$ cat src/hdl/assert_macros.svh
// ----------------------------------------------------------------------------
// assert_macros.svh
// Concurrent assertion macros shared by the RTL.
// ----------------------------------------------------------------------------
`ifndef ASSERT_MACROS_SVH
`define ASSERT_MACROS_SVH

// property must hold at every rising edge outside reset
`define ASSERT_ALWAYS(lbl, clk, rst_n, prop, msg) \
    lbl: assert property (@(posedge clk) disable iff (!rst_n) (prop)) \
        else $error(msg);

// expression must never be true at a rising edge outside reset
`define ASSERT_NEVER(lbl, clk, rst_n, expr, msg) \
    lbl: assert property (@(posedge clk) disable iff (!rst_n) !(expr)) \
        else $error(msg);

`endif

$ cat src/hdl/ssprk_pkg.sv
// ----------------------------------------------------------------------------
// ssprk_pkg
// Types, widths and constants of the SSP Runge-Kutta stage update pipeline.
// ----------------------------------------------------------------------------
package ssprk_pkg;

    localparam int VAL_W  = 32;            // Q16.16 word
    localparam int NUM_W  = 64;            // dt * |R| + vol/2
    localparam int QUO_W  = 41;            // quotient bits kept, clip at 2^40
    localparam int DIFF_W = QUO_W + 1;     // signed step term
    localparam int WGT_W  = 17;            // Q16.16 weight, up to 1.0
    localparam int PA_W   = WGT_W + 1 + VAL_W;
    localparam int PC_W   = WGT_W + 1 + DIFF_W;
    localparam int ACC_W  = 61;
    localparam int FRAC_W = 16;
    localparam int RES_W  = ACC_W - FRAC_W;

    localparam int FRONT_STAGES = 3;
    localparam int DIV_STAGES   = QUO_W;
    localparam int BLEND_STAGES = 4;
    localparam int PIPE_LATENCY = FRONT_STAGES + DIV_STAGES + BLEND_STAGES;

    typedef logic [2:0]              stage_t;
    typedef logic signed [VAL_W-1:0] val_t;

    localparam stage_t STAGE_SAVE    = 3'd0;
    localparam stage_t STAGE_EULER   = 3'd1;
    localparam stage_t STAGE_RK3_MID = 3'd2;
    localparam stage_t STAGE_RK3_END = 3'd3;
    localparam stage_t STAGE_RK2_END = 3'd4;

    localparam logic [WGT_W-1:0] W_ONE = 17'd65536;
    localparam logic [WGT_W-1:0] W_3_4 = 17'd49152;
    localparam logic [WGT_W-1:0] W_1_4 = 17'd16384;
    localparam logic [WGT_W-1:0] W_1_3 = 17'd21845;
    localparam logic [WGT_W-1:0] W_2_3 = 17'd43691;
    localparam logic [WGT_W-1:0] W_1_2 = 17'd32768;
    localparam logic [WGT_W-1:0] W_NIL = 17'd0;

    localparam logic [QUO_W-1:0]        D_LIMIT    = 41'h100_0000_0000;
    localparam logic signed [ACC_W-1:0] ROUND_HALF = 61'sd32768;
    localparam val_t                    VAL_MAX    = 32'sh7FFF_FFFF;
    localparam val_t                    VAL_MIN    = 32'sh8000_0000;

    typedef struct packed {
        stage_t stage;
        val_t   cur;
        val_t   saved;
        logic   last;
        logic   neg;
    } ssprk_side_t;

    typedef struct packed {
        logic [WGT_W-1:0] a;
        logic [WGT_W-1:0] b;
        logic [WGT_W-1:0] c;
    } ssprk_wgt_t;

    typedef struct packed {
        val_t new_value;
        val_t new_saved;
        logic saturated;
        logic last;
    } ssprk_result_t;

    // weights (a, b, c) of acc = a*SN + b*S - c*d
    function automatic ssprk_wgt_t stage_weights(input stage_t st);
        ssprk_wgt_t w;
        unique case (st)
            STAGE_EULER:   w = '{a: W_ONE, b: W_NIL, c: W_ONE};
            STAGE_RK3_MID: w = '{a: W_3_4, b: W_1_4, c: W_1_4};
            STAGE_RK3_END: w = '{a: W_1_3, b: W_2_3, c: W_2_3};
            default:       w = '{a: W_1_2, b: W_1_2, c: W_1_2};
        endcase
        return w;
    endfunction

endpackage

$ cat src/hdl/ssprk_front.sv
// ----------------------------------------------------------------------------
// ssprk_front
// Input capture, residual magnitude, dt * |R| product and rounding bias.
// ----------------------------------------------------------------------------
module ssprk_front
    import ssprk_pkg::*;
(
    input  logic              clk,
    input  logic              rst_n,
    input  logic              in_valid,
    input  stage_t            stage,
    input  logic [VAL_W-1:0]  current_value,
    input  logic [VAL_W-1:0]  saved_value,
    input  logic [VAL_W-1:0]  residual,
    input  logic [VAL_W-1:0]  cell_volume,
    input  logic              last_in_cell,
    input  logic [VAL_W-1:0]  time_step,
    output logic              out_valid,
    output ssprk_side_t       out_side,
    output logic [NUM_W-1:0]  out_num,
    output logic [VAL_W-1:0]  out_vol
);

    logic              a_valid_reg;
    ssprk_side_t       a_side_reg;
    ssprk_side_t       a_side_next;
    logic [VAL_W-1:0]  a_mag_reg;
    logic [VAL_W-1:0]  a_mag_next;
    logic [VAL_W-1:0]  a_vol_reg;
    logic [VAL_W-1:0]  a_vol_next;

    logic              b_valid_reg;
    ssprk_side_t       b_side_reg;
    logic [NUM_W-1:0]  b_prod_reg;
    logic [NUM_W-1:0]  b_prod_next;
    logic [VAL_W-1:0]  b_vol_reg;

    logic              c_valid_reg;
    ssprk_side_t       c_side_reg;
    logic [NUM_W-1:0]  c_num_reg;
    logic [NUM_W-1:0]  c_num_next;
    logic [VAL_W-1:0]  c_vol_reg;

    always_comb
    begin
        a_side_next.stage = stage;
        a_side_next.cur   = $signed(current_value);
        a_side_next.saved = $signed(saved_value);
        a_side_next.last  = last_in_cell;
        a_side_next.neg   = residual[VAL_W-1];
        a_mag_next  = residual[VAL_W-1] ? (~residual + 32'd1) : residual;
        a_vol_next  = (cell_volume == '0) ? 32'd1 : cell_volume;
        b_prod_next = NUM_W'(time_step) * NUM_W'(a_mag_reg);
        c_num_next  = b_prod_reg + NUM_W'(b_vol_reg >> 1);
    end

    always_ff @(posedge clk or negedge rst_n)
    begin
        if (!rst_n)
        begin
            a_valid_reg <= 1'b0;
            b_valid_reg <= 1'b0;
            c_valid_reg <= 1'b0;
        end
        else
        begin
            a_valid_reg <= in_valid;
            b_valid_reg <= a_valid_reg;
            c_valid_reg <= b_valid_reg;
        end
    end

    always_ff @(posedge clk)
    begin
        a_side_reg <= a_side_next;
        a_mag_reg  <= a_mag_next;
        a_vol_reg  <= a_vol_next;
        b_side_reg <= a_side_reg;
        b_prod_reg <= b_prod_next;
        b_vol_reg  <= a_vol_reg;
        c_side_reg <= b_side_reg;
        c_num_reg  <= c_num_next;
        c_vol_reg  <= b_vol_reg;
    end

    assign out_valid = c_valid_reg;
    assign out_side  = c_side_reg;
    assign out_num   = c_num_reg;
    assign out_vol   = c_vol_reg;

endmodule

$ cat config.mk
export PLATFORM = sky130hd
export DESIGN_NAME = ssprk_front
export DESIGN_NICKNAME = d
export VERILOG_FILES = /design/src/hdl/assert_macros.svh /design/src/hdl/ssprk_pkg.sv /design/src/hdl/ssprk_front.sv
export SDC_FILE = /design/constraint.sdc
export NUM_CORES = 2
export LEC_CHECK = 0
export ABC_AREA = 0
export BUFFER_PORTS_ARGS = -buffer_cell sky130_fd_sc_hd__buf_2
export CAP_MARGIN = 20
export CORE_AREA = 2 2 299 449
export CTS_BUF_LIST = sky130_fd_sc_hd__clkbuf_8
export DETAILED_ROUTE_END_ITERATION = 10
export DIE_AREA = 0 0 301 451
export GPL_TIMING_DRIVEN = 0
export PLACE_DENSITY_LB_ADDON = 0.15
export SYNTH_ARGS = -nofsm -noshare
export SYNTH_HDL_FRONTEND = slang
export SYNTH_SLANG_ARGS = --single-unit
$ cat constraint.sdc
create_clock -name clk -period 16.69 [get_ports clk]
set_input_delay 2.5035 -clock clk [delete_from_list [all_inputs] [get_ports clk]]
set_output_delay 2.5035 -clock clk [all_outputs]
set_load 0.01 [all_outputs]
==> run metrics <==
outcome complete, but fails checks; failing checks design-rule violations; Synth Instances 4648; crit path DAT 11610 ps; Post-Syn Area 0.0459 mm²; via/cell ratio 4.91; post-synthesis average cell area 9.87 µm²; clock root cell clkbuf_8; Tightest Pin Transition 1260 ps; R2R depth 23; Adder-Cell Fraction of Synth Area 0.472; Slew HR 0.161; clk_skew 33.8 ps; largest family of logic cells by synthesized area adder cells; Resize count post-CTS 0; synthesis warning total 0; Async S/R FF share, synth 0.00644; Post-synth top flop dfxtp_1; Core ar. 0.132 mm²; Slew Viols, Final 0; DR WL/cell 25.7 µm; initial antenna violation count 20; CP endpoint kind flip-flop; first-pass GRT wire length 249 mm; clock-pin slew on the worst setup and hold paths 60 ps; CTS buffer count 73; compound-cell area share of the yosys netlist 0.0501; Final TNS setup 0 ps; Unique masters post-synth 69; standard-cell rows 164; Setup Crit Path Kind input port to flip-flop; Final HPWL DP 148 mm; H-tree depth 3; DIE WIDTH 301 µm; WL met2 88.8 mm; drt first-iter violations 1933; Finished Core Util 0.388; port bufs 332; IO Pins 333; vias in the first global route 36300; die area 0.136 mm²; via count 33800; Congestion Overflow GR 0; largest net degree at the start of global routing 11; Nets 6419; Syn Nets 6007; post-place instance area 0.0498 mm²; global router's overall resource usage 0.261; hold buffers post-CTS 0; worst hold stages 0; fin area 0.0514 mm²; Hold Crit Class flip-flop to flip-flop; CTS tree done; DIE HEIGHT 451 µm; post-synthesis sequential area ratio 0.204; Max-Cap Viols 0; WL met1 57.8 mm; Placer Congestion 1.01; drt drc 4; RSZ-0062 raised after global routing false; share of cells above drive strength 1 0.0929; Synth Area in Simple Gates 0.152; number of post-CTS setup repair buffers 0; antenna viol nets, final 0; # placed instances 6727; mux cell area share after synthesis 0.000464; CTS sink count 466; wirelength, routed 176 mm; post-layout min period 10990 ps; uppermost routed layer met5; Pre-Repair DR Iteration Count 10; Fmax 91.0 MHz; CP Launch Type input port; area grow syn2layout 12.1%; Initial Util 0.347; CTS max path bufs 3; Final Hold Vio Count 0; Post-Layout Cell Count 6872; setup violators final 0; Final Cycle Share 0.658; Clock Latency Late Sink 700 ps; met3 routed WL 8.87 mm; Post-synth EDFFs 0; XOR/XNOR share of the synthesized area 0.0288; FILL cells 13500; Synth Register Bits 466; worst endpoint required time 17310 ps; CP max FO 10
per-layer routing:
metal	track usage	up-vias
met5	0	-
met4	0.247	8
met3	0.0373	521
met2	0.461	1256
met1	0.259	17200
li1	-	14800
area by class of cell:
class,instances,area (µm²),area share
buffer,258,970,0.0189
inverter,874,3280,0.0638
clock buffer,89,1220,0.0238
clock inverter,40,352,0.00684
tap,1743,2180,0.0424
antenna,15,37.5,0.000730
multi-input combinational,3050,32300,0.628
sequential,466,9340,0.182
timing repair buffer,337,1740,0.0338
layout by cell type (no fill, tap or decap), drive strengths merged, types with 16 or more instances in the layout:
| cell type | instances |
|---|---|
| nor2 | 57 |
| clkbuf | 344 |
| a21oi | 119 |
| inv | 891 |
| nand4 | 33 |
| a21o | 50 |
| and2 | 608 |
| xnor2 | 114 |
| o21bai | 22 |
| nor4 | 16 |
| and3 | 19 |
| buf | 340 |
| fa | 897 |
| ha | 295 |
| nand3 | 28 |
| dfxtp | 463 |
| o21ai | 68 |
| xor2 | 37 |
| nand2 | 517 |
path summary, 6_finish.rpt:
path	start	endpoint	slack (ps)
worst max-delay path	time_step[11]	b_prod_reg[50]$_DFF_P_	5700
min in group asynchronous	rst_n	out_valid$_DFF_PN0_	1610
worst max register to register	a_mag_reg[7]$_DFF_P_	b_prod_reg[50]$_DFF_P_	6990
worst min-delay path	b_side_reg[3]$_DFF_P_	out_side[3]$_DFF_P_	310
worst min register to register	b_side_reg[3]$_DFF_P_	out_side[3]$_DFF_P_	310
max in group asynchronous	rst_n	a_valid_reg$_DFF_PN0_	14980
critical path, cell delays in order:
cell,delay [ps]
buf_2,220
clkbuf_1,890
nand2_1,190
fa_1,490
inv_1,80
fa_1,460
fa_1,520
inv_1,50
fa_1,470
inv_1,60
fa_1,490
fa_1,470
fa_1,510
fa_1,800
ha_1,320
clkbuf_1,190
a21oi_1,350
o21ai_0,150
a221o_1,320
a21o_1,190
a221oi_1,770
a311oi_1,330
or3_1,420
a21oi_1,190
xnor2_1,150
cells in the mapped netlist, drive strengths merged, types with 15 or more instances:
| master | instances | share of area |
|---|---|---|
| nor2b | 15 | 0.0020 |
| nor4 | 16 | 0.0022 |
| nand4 | 33 | 0.0045 |
| inv | 874 | 0.072 |
| clkbuf | 255 | 0.021 |
| xor2 | 37 | 0.0071 |
| o21a | 15 | 0.0025 |
| dfxtp | 463 | 0.20 |
| ha | 295 | 0.080 |
| and2 | 608 | 0.083 |
| nand3 | 28 | 0.0031 |
| and3 | 19 | 0.0026 |
| a21o | 50 | 0.0082 |
| fa | 897 | 0.39 |
| xnor2 | 114 | 0.022 |
| nand2 | 517 | 0.042 |
| o21ai | 68 | 0.0074 |
| o21bai | 22 | 0.0036 |
| nor2 | 57 | 0.0047 |
| o31ai | 15 | 0.0026 |
| a21oi | 119 | 0.013 |
logic make-up (layout without fill, tap and decap cells):
| kind of cell | count (synthesis) | after routing |
|---|---|---|
| compound gates | 358 | 358 |
| xor+xnor | 151 | 151 |
| fa+ha+maj | 1192 | 1192 |
| buf+inv | 1132 | 1598 |
| flops | 466 | 466 |
| mux | 2 | 2 |
| other cells | 0 | 15 |
| simple gates | 1347 | 1347 |
per-stage QoR:
step,hold WS [ps],setup slack (ps)
after floorplan,310,7290
after global placement,310,5030
after detailed placement,312,5040
after CTS,301,5860
after global routing,311,5580
final,309,5700
Power is left out: the tool's default activity adds up to more than one toggle a clock period on the data nets, which glitch-free logic cannot reach.
