### src/hdl/assert_macros.svh
// ----------------------------------------------------------------------------
// assert_macros.svh
// Concurrent assertion macros shared by the RTL.
// ----------------------------------------------------------------------------
`ifndef ASSERT_MACROS_SVH
`define ASSERT_MACROS_SVH

// property must hold at every rising edge outside reset
`define ASSERT_ALWAYS(lbl, clk, rst_n, prop, msg) \
    lbl: assert property (@(posedge clk) disable iff (!rst_n) (prop)) \
        else $error(msg);

// expression must never be true at a rising edge outside reset
`define ASSERT_NEVER(lbl, clk, rst_n, expr, msg) \
    lbl: assert property (@(posedge clk) disable iff (!rst_n) !(expr)) \
        else $error(msg);

`endif

### src/hdl/ssprk_pkg.sv
// ----------------------------------------------------------------------------
// ssprk_pkg
// Types, widths and constants of the SSP Runge-Kutta stage update pipeline.
// ----------------------------------------------------------------------------
package ssprk_pkg;

    localparam int VAL_W  = 32;            // Q16.16 word
    localparam int NUM_W  = 64;            // dt * |R| + vol/2
    localparam int QUO_W  = 41;            // quotient bits kept, clip at 2^40
    localparam int DIFF_W = QUO_W + 1;     // signed step term
    localparam int WGT_W  = 17;            // Q16.16 weight, up to 1.0
    localparam int PA_W   = WGT_W + 1 + VAL_W;
    localparam int PC_W   = WGT_W + 1 + DIFF_W;
    localparam int ACC_W  = 61;
    localparam int FRAC_W = 16;
    localparam int RES_W  = ACC_W - FRAC_W;

    localparam int FRONT_STAGES = 3;
    localparam int DIV_STAGES   = QUO_W;
    localparam int BLEND_STAGES = 4;
    localparam int PIPE_LATENCY = FRONT_STAGES + DIV_STAGES + BLEND_STAGES;

    typedef logic [2:0]              stage_t;
    typedef logic signed [VAL_W-1:0] val_t;

    localparam stage_t STAGE_SAVE    = 3'd0;
    localparam stage_t STAGE_EULER   = 3'd1;
    localparam stage_t STAGE_RK3_MID = 3'd2;
    localparam stage_t STAGE_RK3_END = 3'd3;
    localparam stage_t STAGE_RK2_END = 3'd4;

    localparam logic [WGT_W-1:0] W_ONE = 17'd65536;
    localparam logic [WGT_W-1:0] W_3_4 = 17'd49152;
    localparam logic [WGT_W-1:0] W_1_4 = 17'd16384;
    localparam logic [WGT_W-1:0] W_1_3 = 17'd21845;
    localparam logic [WGT_W-1:0] W_2_3 = 17'd43691;
    localparam logic [WGT_W-1:0] W_1_2 = 17'd32768;
    localparam logic [WGT_W-1:0] W_NIL = 17'd0;

    localparam logic [QUO_W-1:0]        D_LIMIT    = 41'h100_0000_0000;
    localparam logic signed [ACC_W-1:0] ROUND_HALF = 61'sd32768;
    localparam val_t                    VAL_MAX    = 32'sh7FFF_FFFF;
    localparam val_t                    VAL_MIN    = 32'sh8000_0000;

    typedef struct packed {
        stage_t stage;
        val_t   cur;
        val_t   saved;
        logic   last;
        logic   neg;
    } ssprk_side_t;

    typedef struct packed {
        logic [WGT_W-1:0] a;
        logic [WGT_W-1:0] b;
        logic [WGT_W-1:0] c;
    } ssprk_wgt_t;

    typedef struct packed {
        val_t new_value;
        val_t new_saved;
        logic saturated;
        logic last;
    } ssprk_result_t;

    // weights (a, b, c) of acc = a*SN + b*S - c*d
    function automatic ssprk_wgt_t stage_weights(input stage_t st);
        ssprk_wgt_t w;
        unique case (st)
            STAGE_EULER:   w = '{a: W_ONE, b: W_NIL, c: W_ONE};
            STAGE_RK3_MID: w = '{a: W_3_4, b: W_1_4, c: W_1_4};
            STAGE_RK3_END: w = '{a: W_1_3, b: W_2_3, c: W_2_3};
            default:       w = '{a: W_1_2, b: W_1_2, c: W_1_2};
        endcase
        return w;
    endfunction

endpackage

### src/hdl/ssprk_blend.sv
// ----------------------------------------------------------------------------
// ssprk_blend
// Step term clip and sign, stage weighting, accumulate, round and saturate.
// ----------------------------------------------------------------------------
module ssprk_blend
    import ssprk_pkg::*;
(
    input  logic              clk,
    input  logic              rst_n,
    input  logic              in_valid,
    input  ssprk_side_t       in_side,
    input  logic [QUO_W-1:0]  in_quo,
    input  logic              in_ovf,
    output logic              out_valid,
    output ssprk_result_t     out_result
);

    // E: signed step term and weights
    logic                      e_valid_reg;
    ssprk_side_t               e_side_reg;
    logic signed [DIFF_W-1:0]  e_d_reg;
    logic signed [DIFF_W-1:0]  e_d_next;
    ssprk_wgt_t                e_wgt_reg;
    ssprk_wgt_t                e_wgt_next;

    // F: products
    logic                      f_valid_reg;
    ssprk_side_t               f_side_reg;
    logic signed [PA_W-1:0]    f_pa_reg;
    logic signed [PA_W-1:0]    f_pa_next;
    logic signed [PA_W-1:0]    f_pb_reg;
    logic signed [PA_W-1:0]    f_pb_next;
    logic signed [PC_W-1:0]    f_pc_reg;
    logic signed [PC_W-1:0]    f_pc_next;

    // G: accumulator
    logic                      g_valid_reg;
    ssprk_side_t               g_side_reg;
    logic signed [ACC_W-1:0]   g_acc_reg;
    logic signed [ACC_W-1:0]   g_acc_next;

    // H: result
    logic                      h_valid_reg;
    ssprk_result_t             h_result_reg;
    ssprk_result_t             h_result_next;

    logic [QUO_W-1:0]          quo_clip;
    logic [DIFF_W-1:0]         d_mag;
    logic signed [ACC_W-1:0]   rnd;
    logic signed [RES_W-1:0]   res;
    logic [RES_W-VAL_W:0]      res_hi;
    logic                      pos_ovf;
    logic                      neg_ovf;
    val_t                      res_sat;

    always_comb
    begin
        quo_clip   = (in_ovf || (in_quo > D_LIMIT)) ? D_LIMIT : in_quo;
        d_mag      = {1'b0, quo_clip};
        e_d_next   = in_side.neg ? $signed(~d_mag + 1'b1) : $signed(d_mag);
        e_wgt_next = stage_weights(in_side.stage);
    end

    always_comb
    begin
        f_pa_next = $signed({1'b0, e_wgt_reg.a}) * $signed(e_side_reg.saved);
        f_pb_next = $signed({1'b0, e_wgt_reg.b}) * $signed(e_side_reg.cur);
        f_pc_next = $signed({1'b0, e_wgt_reg.c}) * e_d_reg;
    end

    assign g_acc_next = ACC_W'(f_pa_reg) + ACC_W'(f_pb_reg) - ACC_W'(f_pc_reg);

    // round half up, then clip to 32 bits
    always_comb
    begin
        rnd     = g_acc_reg + ROUND_HALF;
        res     = $signed(rnd[ACC_W-1:FRAC_W]);
        res_hi  = res[RES_W-1:VAL_W-1];
        pos_ovf = !res[RES_W-1] && (|res_hi);
        neg_ovf =  res[RES_W-1] && !(&res_hi);
        if (pos_ovf)
        begin
            res_sat = VAL_MAX;
        end
        else if (neg_ovf)
        begin
            res_sat = VAL_MIN;
        end
        else
        begin
            res_sat = $signed(res[VAL_W-1:0]);
        end

        h_result_next.last = g_side_reg.last;
        case (g_side_reg.stage) inside
            STAGE_SAVE:
            begin
                h_result_next.new_value = g_side_reg.cur;
                h_result_next.new_saved = g_side_reg.cur;
                h_result_next.saturated = 1'b0;
            end
            STAGE_EULER, STAGE_RK3_MID, STAGE_RK3_END, STAGE_RK2_END:
            begin
                h_result_next.new_value = res_sat;
                h_result_next.new_saved = g_side_reg.saved;
                h_result_next.saturated = pos_ovf || neg_ovf;
            end
            default:
            begin
                h_result_next.new_value = g_side_reg.cur;
                h_result_next.new_saved = g_side_reg.saved;
                h_result_next.saturated = 1'b0;
            end
        endcase
    end

    always_ff @(posedge clk or negedge rst_n)
    begin
        if (!rst_n)
        begin
            e_valid_reg <= 1'b0;
            f_valid_reg <= 1'b0;
            g_valid_reg <= 1'b0;
            h_valid_reg <= 1'b0;
        end
        else
        begin
            e_valid_reg <= in_valid;
            f_valid_reg <= e_valid_reg;
            g_valid_reg <= f_valid_reg;
            h_valid_reg <= g_valid_reg;
        end
    end

    always_ff @(posedge clk)
    begin
        e_side_reg   <= in_side;
        e_d_reg      <= e_d_next;
        e_wgt_reg    <= e_wgt_next;
        f_side_reg   <= e_side_reg;
        f_pa_reg     <= f_pa_next;
        f_pb_reg     <= f_pb_next;
        f_pc_reg     <= f_pc_next;
        g_side_reg   <= f_side_reg;
        g_acc_reg    <= g_acc_next;
        h_result_reg <= h_result_next;
    end

    assign out_valid  = h_valid_reg;
    assign out_result = h_result_reg;

endmodule

### config.mk
export PLATFORM = sky130hd
export DESIGN_NAME = ssprk_blend
export DESIGN_NICKNAME = d
export VERILOG_FILES = /design/src/hdl/assert_macros.svh /design/src/hdl/ssprk_pkg.sv /design/src/hdl/ssprk_blend.sv
export SDC_FILE = /design/constraint.sdc
export NUM_CORES = 2
export LEC_CHECK = 0
export CAP_MARGIN = 40
export CORE_ASPECT_RATIO = 0.5
export CORE_MARGIN = 5
export CORE_UTILIZATION = 55
export CTS_BUF_LIST = sky130_fd_sc_hd__clkbuf_2
export CTS_CLUSTER_DIAMETER = 40
export DETAILED_ROUTE_END_ITERATION = 8
export DONT_BUFFER_PORTS = 1
export HOLD_SLACK_MARGIN = 0.06
export PLACE_DENSITY = 0.7
export SKIP_LAST_GASP = 1
export SYNTH_ARGS = -nofsm -noshare
export SYNTH_HDL_FRONTEND = slang
export SYNTH_SLANG_ARGS = --single-unit
### constraint.sdc
create_clock -name clk -period 13.25 [get_ports clk]
set_input_delay 1.9875 -clock clk [delete_from_list [all_inputs] [get_ports clk]]
set_output_delay 1.9875 -clock clk [all_outputs]
set_load 0.05 [all_outputs]
==> impl_results.md <==
* Async S/R FF share, synth at less than 1%
* First-pass GRT wire length at about 250000 um
* Gr ovfl total at 0
* Critical Path End Type: flip-flop
* Finished Cell Area at about 64000 um^2
* Switching Share at 47.8%
* Remaining antenna violation count at 0
* Setup TNS at 0 ns
* Peak Freq at between 100 and 150 MHz
* GPL Wtd Cong at approximately 1
* NetSw at between 4 and 5 mW
* Clk sinks at approximately 530
* Syn Inst Count at approximately 6.3k
* Initial DRC count at around 2.6k
* Port Buf Inserts at 0
* Top-area cell type share of the netlist area at between 30% and 40%
* Final hold vios at 0
* Avg Inst Size Synth at a little under 10 um^2
* Root Driver: clkbuf_2
* Vias in the first global route at ~44k
* Htree depth at 3
* Final Setup Violations at 0
* Clk_skew at about 0.18 ns
* CTS tree: yes
* I/O pin count at approximately 180
* Dpl ws at 5.44 ns
* Final HPWL DP at between 100000 and 150000 um
* Starting Density at 55.2%
* Rows at 86
* Setup Buffers After CTS at 0
* Clock network fraction of design power at around 13%
* Remaining DRCs at 0
* Logic pwr share at between 50% and 60%
* Die area at between 100000 and 150000 um^2
* Seq pwr share at 27.4%
* Slew margin rel. at between 30% and 40%
* Actual slew at the worst max-slew pin at between 1 and 1.5 ns
* Cell area power density at approximately 140 nW/um^2
* Mapped Area at roughly 61000 um^2
* TritonCTS Buffers at 118
* Die Wd at between 400 and 500 um
* Final Cycle Share at 59.5%
* Count leader, synth: inv_1
* Synth Net Count at roughly 8.3k
* Top post-synthesis cells by count: 1823 x inv_1, 955 x fa_1, 885 x ha_1, 524 x dfxtp_1, 375 x and2_1
* CP Class: reg2reg
* CTS max path bufs at 3
* Core area at 110000 um^2
* Area contributors post-synth: fa_1 31%, ha_1 18%, dfxtp_1 17%
* Number of synthesized flops with an enable pin at 0
* Area Growth Syn to Fin at 5.00%
* Vias per inst at about 5.2
* Yosys warnings at 0
* Status: finished, final reports clean
* Final Slew Violations at 0
* Yosys reg bits at between 500 and 600
* VDD IR max at around 0.18 mV
* CP Launch Type: flip-flop
* Post-Route Hold Slack at about 0.27 ns
* Tightest Hold Check Type: reg2reg
* Vias at 41.3k
* Number of fill cells in the layout at 9722
* Clock slew at reported path FFs at 0.14 ns
* Seq/Total Area, Yosys at 17.4%
* 1st-pass router iterations at 6
* Setup ws final at approximately 5.4 ns
* Largest net degree at the start of global routing at 75
* RSZ-0062 raised after global routing: no
* Total GRT Usage at a little over a quarter
* Crit path max fanout at 57
* Worst Path Required at 14.53 ns
* WL/cell at ~19 um
* Placed cell areas at 62400 um^2
* Main synth FF type: dfxtp_1
* Nets at 8302
* Fraction of layout cells with a size suffix above 1 at between 4 and 5%
* P_int at 4.78 mW
* Initial antenna violation count at 16
* Maxcap violations at 0
* Worst-skew pair later-pin latency at 1.55 ns
* Crit path DAT at about 9.2 ns
* Leakage at between 30 and 40 nW
* WL final at around 150000 um
* Yosys cell types at 85
* Cell taking the most area after synthesis: fa_1
* Crit path time final at ~7.9 ns
* Die Ht at ~240 um
==> layout make-up <==
type	instances	area [um^2]	share of cell area, %
Multi-Input combinational cell	3855	42900	67.3
Timing Repair Buffer	22	215	0.338
Inverter	1823	6840	10.7
Antenna cell	7	17.5	0.0275
Sequential cell	528	10600	16.6
Clock buffer	149	746	1.17
Tap cell	1496	1870	2.94
Clock inverter	65	552	0.866
==> power by group through the flow <==
stage	Clock [mW]	Combinational [mW]	Sequential, mW
2_1_floorplan	0	4.14	2.35
3_3_place_gp	0	5.22	2.53
3_5_place_dp	0	5.36	2.54
4_1_cts	1.28	5.39	2.50
5_1_grt	1.37	6.11	2.54
6_report	1.22	5.43	2.51
==> placed cells by master (no fill, tap or decap), types with 17 or more instances in the layout <==
master / count
inv_1: 1823
a21o_1: 101
a21oi_1: 221
xnor2_1: 152
dfxtp_1: 520
mux2_2: 33
nand4_1: 41
nand3_1: 53
o21bai_1: 35
o21ai_0: 125
a211oi_1: 20
nor3_1: 42
clkinv_1: 35
buf_4: 17
and2_1: 375
o21a_1: 30
o31ai_1: 23
ha_1: 885
fa_1: 955
a31oi_1: 23
nor2_1: 136
nor2b_1: 30
and3_1: 25
nand2b_1: 20
nand2_1: 225
xor2_1: 89
clkbuf_2: 149
==> worst max-delay path, stage by stage (launching register included) <==
cell	delay (ns)
dfxtp_4	0.85
and2_1	0.51
ha_1	0.22
inv_1	0.08
fa_1	0.54
inv_1	0.06
fa_1	0.56
fa_1	0.44
fa_1	0.50
inv_1	0.05
fa_1	0.54
inv_1	0.06
ha_1	0.39
nand4_1	0.22
nor4_1	0.41
a21boi_0	0.70
o31a_1	0.27
o21ai_1	0.19
o41ai_1	0.64
nor2_1	0.11
xnor2_1	0.34
==> worst paths after layout <==
kind                                          end  cells past startpoint              startpoint  slack (ns)
setup reg to reg             f_pb_reg[44]$_DFF_P_                     20   e_wgt_reg[46]$_DFF_P_        5.37
hold / removal             g_side_reg[26]$_DFF_P_                      0  f_side_reg[26]$_DFF_P_        0.27
min in group asynchronous   e_valid_reg$_DFF_PN0_                      1                   rst_n        0.70
max in group asynchronous     out_valid$_DFF_PN0_                      1                   rst_n       12.39
hold reg to reg            g_side_reg[26]$_DFF_P_                      0  f_side_reg[26]$_DFF_P_        0.27
setup / recovery             f_pb_reg[44]$_DFF_P_                     20   e_wgt_reg[46]$_DFF_P_        5.37
==> timing repair <==
action                    4_1_cts  5_1_grt
hold buffers                    1        0
resized for setup               0        0
hold endpoints to repair        4        0
==> per-stage QoR <==
stage                     std cells  total power, mW  util [%]
after floorplan                6302             6.50         -
after global placement         7719             7.75      56.7
after detailed placement       7723             7.89      56.8
after CTS                      7938             9.17      58.0
after global routing           7945             10.0      58.0
final                          7945             9.16      58.0
==> logic make-up after synthesis <==
logic type               share of synthesized area, %
AO/OA/AOI/OAI                                    7.64
XOR/XNOR                                         3.48
adder cells (fa/ha/maj)                          49.7
AND/OR/NAND/NOR                                  9.07
multiplexers                                    0.713
flip-flops                                       17.4
buffers and inverters                            11.9
==> layer usage <==
layer	track usage [%]	part of all wire, %	up-vias
met2	43.8	46	1091
li1	-	-	19500
met1	37.4	44	20500
met5	0	0.034	-
met4	7.81	3.0	8
met3	5.27	6.9	229
Note: power is estimated with default switching activity, not from simulation.
